--- src/rtl/uqpf_pkg.sv ---
// ----------------------------------------------------------------------------
// uqpf_pkg
// Shared types and constants for the UDP/QUIC priority filter.
// ----------------------------------------------------------------------------
package uqpf_pkg;

  localparam logic [15:0] POS_IPVER    = 16'd14;
  localparam logic [15:0] POS_PROTO    = 16'd23;
  localparam logic [15:0] POS_SPORT_HI = 16'd34;
  localparam logic [15:0] POS_SPORT_LO = 16'd35;
  localparam logic [15:0] POS_DPORT_HI = 16'd36;
  localparam logic [15:0] POS_DPORT_LO = 16'd37;
  localparam logic [15:0] POS_ULEN_HI  = 16'd38;
  localparam logic [15:0] POS_ULEN_LO  = 16'd39;
  localparam logic [15:0] POS_QHDR     = 16'd42;
  localparam logic [15:0] POS_QVER_B3  = 16'd43;
  localparam logic [15:0] POS_QVER_B2  = 16'd44;
  localparam logic [15:0] POS_QVER_B1  = 16'd45;
  localparam logic [15:0] POS_QVER_B0  = 16'd46;
  localparam logic [15:0] POS_MAX      = 16'hFFFF;

  localparam logic [16:0] UDP_START    = 17'd34;
  localparam logic [15:0] UDP_LEN_MIN  = 16'd10;
  localparam logic [3:0]  IP_V4        = 4'd4;
  localparam logic [7:0]  PROTO_UDP    = 8'd17;
  localparam logic [7:0]  PRIO_LOW     = 8'h00;
  localparam logic [7:0]  PRIO_HIGH    = 8'h01;
  localparam logic [15:0] RELAY_PORT_RST = 16'd4242;

  localparam logic CFG_ADAPTIVE   = 1'b0;
  localparam logic CFG_RELAY_PORT = 1'b1;

  typedef enum logic [2:0] {
    CLS_NONE       = 3'd0,
    CLS_LONG       = 3'd1,
    CLS_SHORT_LOW  = 3'd2,
    CLS_SHORT_HIGH = 3'd3,
    CLS_SHORT_UNK  = 3'd4
  } frame_class_t;

  typedef struct packed {
    logic [3:0]  ipv_nibble;
    logic [7:0]  protocol;
    logic [15:0] src_port;
    logic [15:0] dst_port;
    logic [15:0] udp_length;
    logic [7:0]  quic_hdr;
    logic [7:0]  quic_prio;
    logic [31:0] quic_version;
    logic [16:0] frame_len;
  } hdr_fields_t;

endpackage

--- src/rtl/uqpf_capture.sv ---
// ----------------------------------------------------------------------------
// uqpf_capture
// Byte position counter and header field capture, cleared at frame end.
// ----------------------------------------------------------------------------
module uqpf_capture (
  input  logic               clk,
  input  logic               rst_n,
  input  logic               byte_en,
  input  logic [7:0]         byte_in,
  input  logic               byte_last,
  output uqpf_pkg::hdr_fields_t fields
);
  import uqpf_pkg::*;

  logic [15:0] pos_r,   pos_nxt;
  logic [3:0]  ipver_r, ipver_nxt;
  logic [7:0]  proto_r, proto_nxt;
  logic [15:0] sport_r, sport_nxt;
  logic [15:0] dport_r, dport_nxt;
  logic [15:0] ulen_r,  ulen_nxt;
  logic [7:0]  qhdr_r,  qhdr_nxt;
  logic [7:0]  qprio_r, qprio_nxt;
  logic [31:0] qver_r,  qver_nxt;

  always_comb begin
    ipver_nxt = ipver_r;
    proto_nxt = proto_r;
    sport_nxt = sport_r;
    dport_nxt = dport_r;
    ulen_nxt  = ulen_r;
    qhdr_nxt  = qhdr_r;
    qprio_nxt = qprio_r;
    qver_nxt  = qver_r;
    if (pos_r == POS_IPVER)    ipver_nxt = byte_in[7:4];
    if (pos_r == POS_PROTO)    proto_nxt = byte_in;
    if (pos_r == POS_SPORT_HI) sport_nxt[15:8] = byte_in;
    if (pos_r == POS_SPORT_LO) sport_nxt[7:0] = byte_in;
    if (pos_r == POS_DPORT_HI) dport_nxt[15:8] = byte_in;
    if (pos_r == POS_DPORT_LO) dport_nxt[7:0] = byte_in;
    if (pos_r == POS_ULEN_HI)  ulen_nxt[15:8] = byte_in;
    if (pos_r == POS_ULEN_LO)  ulen_nxt[7:0] = byte_in;
    if (pos_r == POS_QHDR)     qhdr_nxt = byte_in;
    if (pos_r == POS_QVER_B3) begin
      qprio_nxt       = byte_in;
      qver_nxt[31:24] = qver_r[31:24] | byte_in;
    end
    if (pos_r == POS_QVER_B2)  qver_nxt[23:16] = qver_r[23:16] | byte_in;
    if (pos_r == POS_QVER_B1)  qver_nxt[15:8] = qver_r[15:8] | byte_in;
    if (pos_r == POS_QVER_B0)  qver_nxt[7:0] = qver_r[7:0] | byte_in;
    pos_nxt = (pos_r != POS_MAX) ? pos_r + 16'd1 : pos_r;
  end

  always_ff @(posedge clk) begin
    if (!rst_n || (byte_en && byte_last)) begin
      pos_r   <= '0;
      ipver_r <= '0;
      proto_r <= '0;
      sport_r <= '0;
      dport_r <= '0;
      ulen_r  <= '0;
      qhdr_r  <= '0;
      qprio_r <= '0;
      qver_r  <= '0;
    end else if (byte_en) begin
      pos_r   <= pos_nxt;
      ipver_r <= ipver_nxt;
      proto_r <= proto_nxt;
      sport_r <= sport_nxt;
      dport_r <= dport_nxt;
      ulen_r  <= ulen_nxt;
      qhdr_r  <= qhdr_nxt;
      qprio_r <= qprio_nxt;
      qver_r  <= qver_nxt;
    end
  end

  always_comb begin
    fields.ipv_nibble   = ipver_nxt;
    fields.protocol     = proto_nxt;
    fields.src_port     = sport_nxt;
    fields.dst_port     = dport_nxt;
    fields.udp_length   = ulen_nxt;
    fields.quic_hdr     = qhdr_nxt;
    fields.quic_prio    = qprio_nxt;
    fields.quic_version = qver_nxt;
    fields.frame_len    = {1'b0, pos_r} + 17'd1;
  end

endmodule

--- src/rtl/udp_quic_priority_filter.sv ---
// ----------------------------------------------------------------------------
// udp_quic_priority_filter
// Per-frame IPv4/UDP/QUIC header classifier with adaptive low-priority drop.
// ----------------------------------------------------------------------------
// Latency: the verdict is registered at the last byte's transfer and is offered
//   on the output in the following cycle.
// Throughput: one byte per cycle; capture and verdict logic sit before the
//   single output register, which frees in the cycle its result is taken.
// Reset (rst_n low, synchronous): capture state cleared, output empty,
//   adaptive mode off, relay port 4242.
module udp_quic_priority_filter (
  input  logic        clk,
  input  logic        rst_n,
  input  logic        in_tvalid,
  output logic        in_tready,
  input  logic [7:0]  in_tdata,   // [7:0] frame_byte
  input  logic        in_tlast,   // frame_end
  output logic        out_tvalid,
  input  logic        out_tready,
  output logic [39:0] out_tdata,  // [0] drop, [3:1] frame_class,
                                  // [35:4] quic_version, [39:36] zero
  input  logic        cfg_we,
  input  logic        cfg_addr,
  input  logic [15:0] cfg_wdata
);
  import uqpf_pkg::*;

  logic         adaptive_r;
  logic [15:0]  relay_port_r;
  logic         out_valid_r;
  logic         drop_r;
  frame_class_t class_r;
  logic [31:0]  version_r;

  hdr_fields_t  hdr;
  logic         in_xfer;
  logic         matched;
  logic         drop_nxt;
  frame_class_t class_nxt;
  logic [31:0]  version_nxt;

  assign in_tready = !out_valid_r || out_tready;
  assign in_xfer   = in_tvalid && in_tready;

  uqpf_capture u_capture (
    .clk       (clk),
    .rst_n     (rst_n),
    .byte_en   (in_xfer),
    .byte_in   (in_tdata),
    .byte_last (in_tlast),
    .fields    (hdr)
  );

  always_ff @(posedge clk) begin
    if (!rst_n) begin
      adaptive_r   <= 1'b0;
      relay_port_r <= RELAY_PORT_RST;
    end else if (cfg_we) begin
      unique case (cfg_addr)
        CFG_ADAPTIVE:   adaptive_r   <= cfg_wdata[0];
        CFG_RELAY_PORT: relay_port_r <= cfg_wdata;
        default:        adaptive_r   <= adaptive_r;
      endcase
    end
  end

  always_comb begin
    matched = (hdr.ipv_nibble == IP_V4)
           && (hdr.protocol == PROTO_UDP)
           && (hdr.src_port == relay_port_r || hdr.dst_port == relay_port_r)
           && (hdr.udp_length >= UDP_LEN_MIN)
           && (({1'b0, hdr.udp_length} + UDP_START) <= hdr.frame_len);
    drop_nxt    = 1'b0;
    class_nxt   = CLS_NONE;
    version_nxt = '0;
    if (matched) begin
      priority if (hdr.quic_hdr[7]) begin
        class_nxt   = CLS_LONG;
        version_nxt = hdr.quic_version;
      end else if (hdr.quic_prio == PRIO_LOW) begin
        class_nxt = CLS_SHORT_LOW;
        drop_nxt  = adaptive_r;
      end else if (hdr.quic_prio == PRIO_HIGH) begin
        class_nxt = CLS_SHORT_HIGH;
      end else begin
        class_nxt = CLS_SHORT_UNK;
      end
    end
  end

  always_ff @(posedge clk) begin
    if (!rst_n) begin
      out_valid_r <= 1'b0;
    end else if (in_xfer && in_tlast) begin
      out_valid_r <= 1'b1;
    end else if (out_tready) begin
      out_valid_r <= 1'b0;
    end
  end

  always_ff @(posedge clk) begin
    if (in_xfer && in_tlast) begin
      drop_r    <= drop_nxt;
      class_r   <= class_nxt;
      version_r <= version_nxt;
    end
  end

  assign out_tvalid = out_valid_r;
  assign out_tdata  = {4'd0, version_r, class_r, drop_r};

  a_verdict_follows_last: assert property (@(posedge clk) disable iff (!rst_n)
    in_xfer && in_tlast |=> out_valid_r)
    else $error("verdict not registered after last byte");

  a_drop_only_short_low: assert property (@(posedge clk) disable iff (!rst_n)
    out_valid_r && drop_r |-> class_r == CLS_SHORT_LOW && adaptive_r)
    else $error("drop outside short low class");

  a_version_only_long: assert property (@(posedge clk) disable iff (!rst_n)
    out_valid_r && class_r != CLS_LONG |-> version_r == 32'd0)
    else $error("version set for non-long class");

endmodule

--- config.mk ---
export PLATFORM = sky130hd
export DESIGN_NAME = udp_quic_priority_filter
export DESIGN_NICKNAME = d
export VERILOG_FILES = /design/src/rtl/uqpf_pkg.sv /design/src/rtl/uqpf_capture.sv /design/src/rtl/udp_quic_priority_filter.sv
export SDC_FILE = /design/constraint.sdc
export NUM_CORES = 1
export LEC_CHECK = 0
export BUFFER_PORTS_ARGS = -buffer_cell sky130_fd_sc_hd__buf_2
export CAP_MARGIN = 15
export CORE_MARGIN = 2
export CORE_UTILIZATION = 60
export CTS_CLUSTER_DIAMETER = 50
export DETAILED_ROUTE_END_ITERATION = 8
export GPL_ROUTABILITY_DRIVEN = 0
export PLACE_DENSITY = 0.8
export SLEW_MARGIN = 30
export SYNTH_ARGS = -nofsm -noshare
export SYNTH_HDL_FRONTEND = slang
export SYNTH_HIERARCHICAL = 1
export SYNTH_SLANG_ARGS = --single-unit
--- constraint.sdc ---
create_clock -name clk -period 4.98 [get_ports clk]
set_input_delay 0.747 -clock clk [delete_from_list [all_inputs] [get_ports clk]]
set_output_delay 0.747 -clock clk [all_outputs]
set_load 0.1 [all_outputs]
# [Yosys cells after proc, flatten, opt, wreduce, memory -nomap -nowiden]
# Cells that the tools add are included.
[word_totals] input_bits=31 regBits=178 elab_cells=89 out_inout_bits=42
[classes] bitwise=7 n_reduce_logical=21 n_mux=19 n_addsub=3 magnitude_cmp=2 n_eq_ne=19
[ops] cell="$eq A16 B6 Y1 const B" count=11
[ops] cell="$mux W8" count=13
[ops] cell="$eq A16 B16 Y1" count=2
[ops] cell="$or A8 B8 Y8" count=4
[ops] cell="$add A16 B1 Y17 const B" count=1
[ops] cell="$add A16 B6 Y17 const B" count=1
[ops] cell="$le A17 B17 Y1" count=1
[ops] cell="$add A16 B1 Y16 const B" count=1
[ops] cell="$eq A16 B4 Y1 const B" count=1
[ops] cell="$eq A16 B5 Y1 const B" count=1
[ops] cell="$ge A16 B4 Y1 const B" count=1
[ops] cell="$ne A16 B16 Y1 const B" count=1
[ops] cell="$reduce_and A2 Y1" count=5
[ops] cell="$eq A8 B1 Y1 const B" count=1
[ops] cell="$eq A8 B5 Y1 const B" count=1
[ops] cell="$logic_not A8 Y1" count=1
[ops] cell="$logic_and A1 B1 Y1" count=6
[ops] cell="$reduce_or A3 Y1" count=2
[ops] cell="$eq A4 B3 Y1 const B" count=1
[ops] cell="$mux W4" count=1
[ops] cell="$logic_or A1 B1 Y1" count=3
[ops] cell="$mux W1" count=3
[ops] cell="$mux W3" count=1
[ops] cell="$not A1 Y1" count=3
[ops] cell="4 further kinds" count=5

# [Depth between registers and ports, before layout]
[logic_depth] depth_word=9 ltp_mapped=20 ltp_nobuf=16

# [Cells and area by module]
# The synthesis kept the hierarchy.
[by_module_without_submodules] module="uqpf_capture" cells_each=667 seq_area_each_um2=2482.4 n_inst=1 area_each_um2=6294.8
[by_module_without_submodules] module="udp_quic_priority_filter" cells_each=351 seq_area_each_um2=1441.4 n_inst=1 area_each_um2=3470.8

# [Worst setup path before layout]
# No wires, ideal clock.
[synth_timing] path_kind="flip-flop to flip-flop" startpoint="register u_capture.pos_r[7]" endpoint="register class_r[0], data pin" required_ns=4.717 slack_ns=0.720 stages_incl_launch_ff=21 period_less_slack_ns=4.260 setup_time_ns=0.263 arrival_ns=3.997 path_cell_list="dfxtp_1 > buf_2 > nor4_4 > and3_1 > buf_2 > and3_1 > buf_4 > mux2_2 > ha_1 > nand3_1 > nand2b_1 > nor2b_1 > nand3_1 > xnor2_1 > ha_1 > nand4_1 > nor3_1 > a2bb2oi_1 > a22oi_2 > buf_2 > nor3_2"
[synth_rtl] item="start, declared" line_no="uqpf_capture.sv:15" text="logic [15:0] pos_r, pos_nxt;"
[synth_rtl] item="start signal, assigned" line_no="uqpf_capture.sv:65" text="pos_r <= pos_nxt;"
[synth_rtl] item="end signal, assigned" line_no="udp_quic_priority_filter.sv:104" text="class_r <= class_nxt;"
[synth_rtl] item="end, declared" line_no="udp_quic_priority_filter.sv:32" text="frame_class_t class_r;"

==> flow_summary.yaml <==
worst_hold_path:
  hp-start: "u_capture/qver_r[30]"
  hold_depth: 2
  hold_class: "flip-flop to flip-flop"
  holdPathEnd: "u_capture/qver_r[30]"
run_status:
  outcome: "completed"
job:
  maxCapViolCount: 0
floorplan:
  core_area_um2: 15310
  start_util: 0.6171
  die_x_um: 129.5
  die_h_um: 129.5
  dieArea_um2: 16770
  fp-row-count: 45
  ios: 73
grt:
  grt.total_usage: 0.2665
  grt_pass1_vias: 6809
  gr-total-overflow: 0
  antenna_found_initial: 0
  grt_max_degree: 59
  grt_pass1_wl_mm: 34.71
worst_setup_path:
  cp_max_fo: 36
  end_kind: "flip-flop"
  reg2reg_setup_slack_ps: 320
  r2r_cells: 17
  critical_path_class: "flip-flop to flip-flop"
  cp.arrival_ps: 4820
  r2r_start: "u_capture/pos_r[6]"
  critPathRequiredTime_ps: 5140
  r2r_end: "class_r[2]"
  startpoint_type: "flip-flop"
power:
  power_density_nw_per_um2: 290.0
  power.switching_mw: 0.8220
  p_leak_nw: 4.448
  power_frac_clock: 0.424
  p_int_mw: 2.173
  swShare: 0.2744
  pwr-share-seq: 0.483
  p_comb_frac: 0.093
  peakVddDrop_uv: 268.9
logic_synthesis:
  avgSynthCellArea_um2: 9.546
  syn_area_um2: 9450
  synth_cells: 990
  ys_warn_count: 6
placement:
  dpl.hpwl_mm: 14.69
  pre_cts_ws_ps: 369.1
  port_buffers: 68
route:
  drtAntennaViolNets: 0
  met3_length_mm: 1.441
  first_iter_violations: 646
  drt_pass1_iterations: 5
  via_per_inst: 5.844
  m1WireLength_mm: 9.844
  highest_layer: "met4"
  wl_mm: 21.82
  wl_per_cell_um: 17.51
  drc: 0
  vias: 7282
  dr_wl_met2_mm: 10.05
sta:
  setup_viol: 0
  hold_viol_final: 0
  worst_slack_ps: 323.7
  skew_ps: 6.272
  worst_hold_slack_ps: 450.1
  slew_headroom: 0.3289
  drv_slew: 0
  worst_slew_pin_slew_ps: 1005
  rsz0062_at_grt: "no"
  fmax_ghz: 0.2148
  timing.final.crit_share: 0.9350
  fin_tns_setup_ps: 0
  period_minus_slack_ps: 4656
cells_and_area:
  area_growth_syn_to_layout_pct: 9.295
  final_util: 0.6744
  antennaDiodeCount: 0
  layout-drive-gt1-share: 0.2280
  layout.nets: 1076
cts:
  cts_max_path_buffers: 2
  postCtsSetupRepairBufs: 0
  ctsHoldBuffers: 0
  insertion_delay_ps: 440
  cts.clk_slew.worst_paths_ps: 70
  cts_inserted_buffers: 17
  cts_tree: "done"
  cts_resized: 0
  cts-root-buf: "clkbuf_16"
  cts_sinks: 171
  cts_max_level: 4
registers in the layout, summed over array words and instances, names as in the netlist:
signal / flops
adaptive_r: 1
class_r: 3
drop_r: 1
out_tvalid: 1
relay_port_r: 16
u_capture/dport_r: 16
u_capture/ipver_r: 4
u_capture/pos_r: 16
u_capture/proto_r: 8
u_capture/qhdr_r: 1
u_capture/qprio_r: 8
u_capture/qver_r: 32
u_capture/sport_r: 16
u_capture/ulen_r: 16
version_r: 32
power by group through the flow:
| stage | Clock (mW) | Combinational, mW | Sequential (mW) |
|---|---|---|---|
| final | 1.27 | 0.278 | 1.45 |
| after global routing | 1.34 | 0.292 | 1.45 |
| after CTS | 1.28 | 0.275 | 1.45 |
| after detailed placement | 0 | 0.274 | 1.48 |
| after global placement | 0 | 0.273 | 1.48 |
| after floorplan | 0 | 0.112 | 1.58 |
worst max path at each step:
stage                      end  slack (ps)               start
floorplan           class_r[0]         720  u_capture/pos_r[7]
global placement    class_r[2]         520  u_capture/pos_r[6]
detailed placement  class_r[2]         370  u_capture/pos_r[6]
CTS                 class_r[2]         380  u_capture/pos_r[6]
global route        class_r[2]          50  u_capture/pos_r[6]
finish              class_r[2]         320  u_capture/pos_r[6]
final cells by class:
| cell class | count | area [µm²] |
|---|---|---|
| fill | 1212 | 4986 |
| clock buffer | 19 | 432.9 |
| tap | 211 | 264.0 |
| sequential | 171 | 3784 |
| inverter | 23 | 86.33 |
| multi-input combinational | 728 | 5177 |
| timing repair buffer | 81 | 462.9 |
| clock inverter | 13 | 121.4 |
metrics by stage:
| step | instance area [µm²] | cells | total power [mW] |
|---|---|---|---|
| final | 10330 | 1246 | 2.995 |
| after detailed placement | 9767 | 1213 | 1.753 |
| after floorplan | 9462 | 993 | 1.689 |
| after global placement | 9767 | 1213 | 1.751 |
| after global routing | 10330 | 1246 | 3.081 |
| after CTS | 10320 | 1245 | 3.006 |
worst max-delay path: stages (launching register included):
cell,delay [ps]
dfxtp_1,400
nor4_4,300
buf_4,200
and3_1,170
and3_1,390
mux2_2,280
ha_1,190
nand3_1,110
nand2b_1,100
nor2b_1,260
nand3_1,140
xnor2_1,150
ha_1,320
nand4_1,170
nor4_1,530
a221o_2,300
buf_12,230
nor4_1,90
layer usage:
metal,track usage,up-vias
met2,0.4334,272
met1,0.3537,3447
li1,-,3519
met4,0.09361,0
met3,0.05615,44
met5,0,-
cell usage in the layout, fill, tap and decap left out, types with 7 or more instances in the layout:
cell type / n
nor4_1: 12
xor2_1: 39
dfxtp_1: 135
o21ai_0: 38
o21ai_1: 8
nor3_2: 30
inv_1: 23
nand3_1: 32
or3_1: 9
a21oi_1: 21
clkbuf_16: 17
and4_1: 7
mux2_2: 68
a21boi_0: 13
nor2_1: 14
edfxtp_1: 36
a21o_1: 32
buf_4: 11
ha_1: 23
nand2_1: 196
buf_2: 68
mux2i_1: 70
xnor2_1: 21
nand4_1: 18
(Power assumes the default switching activity.)
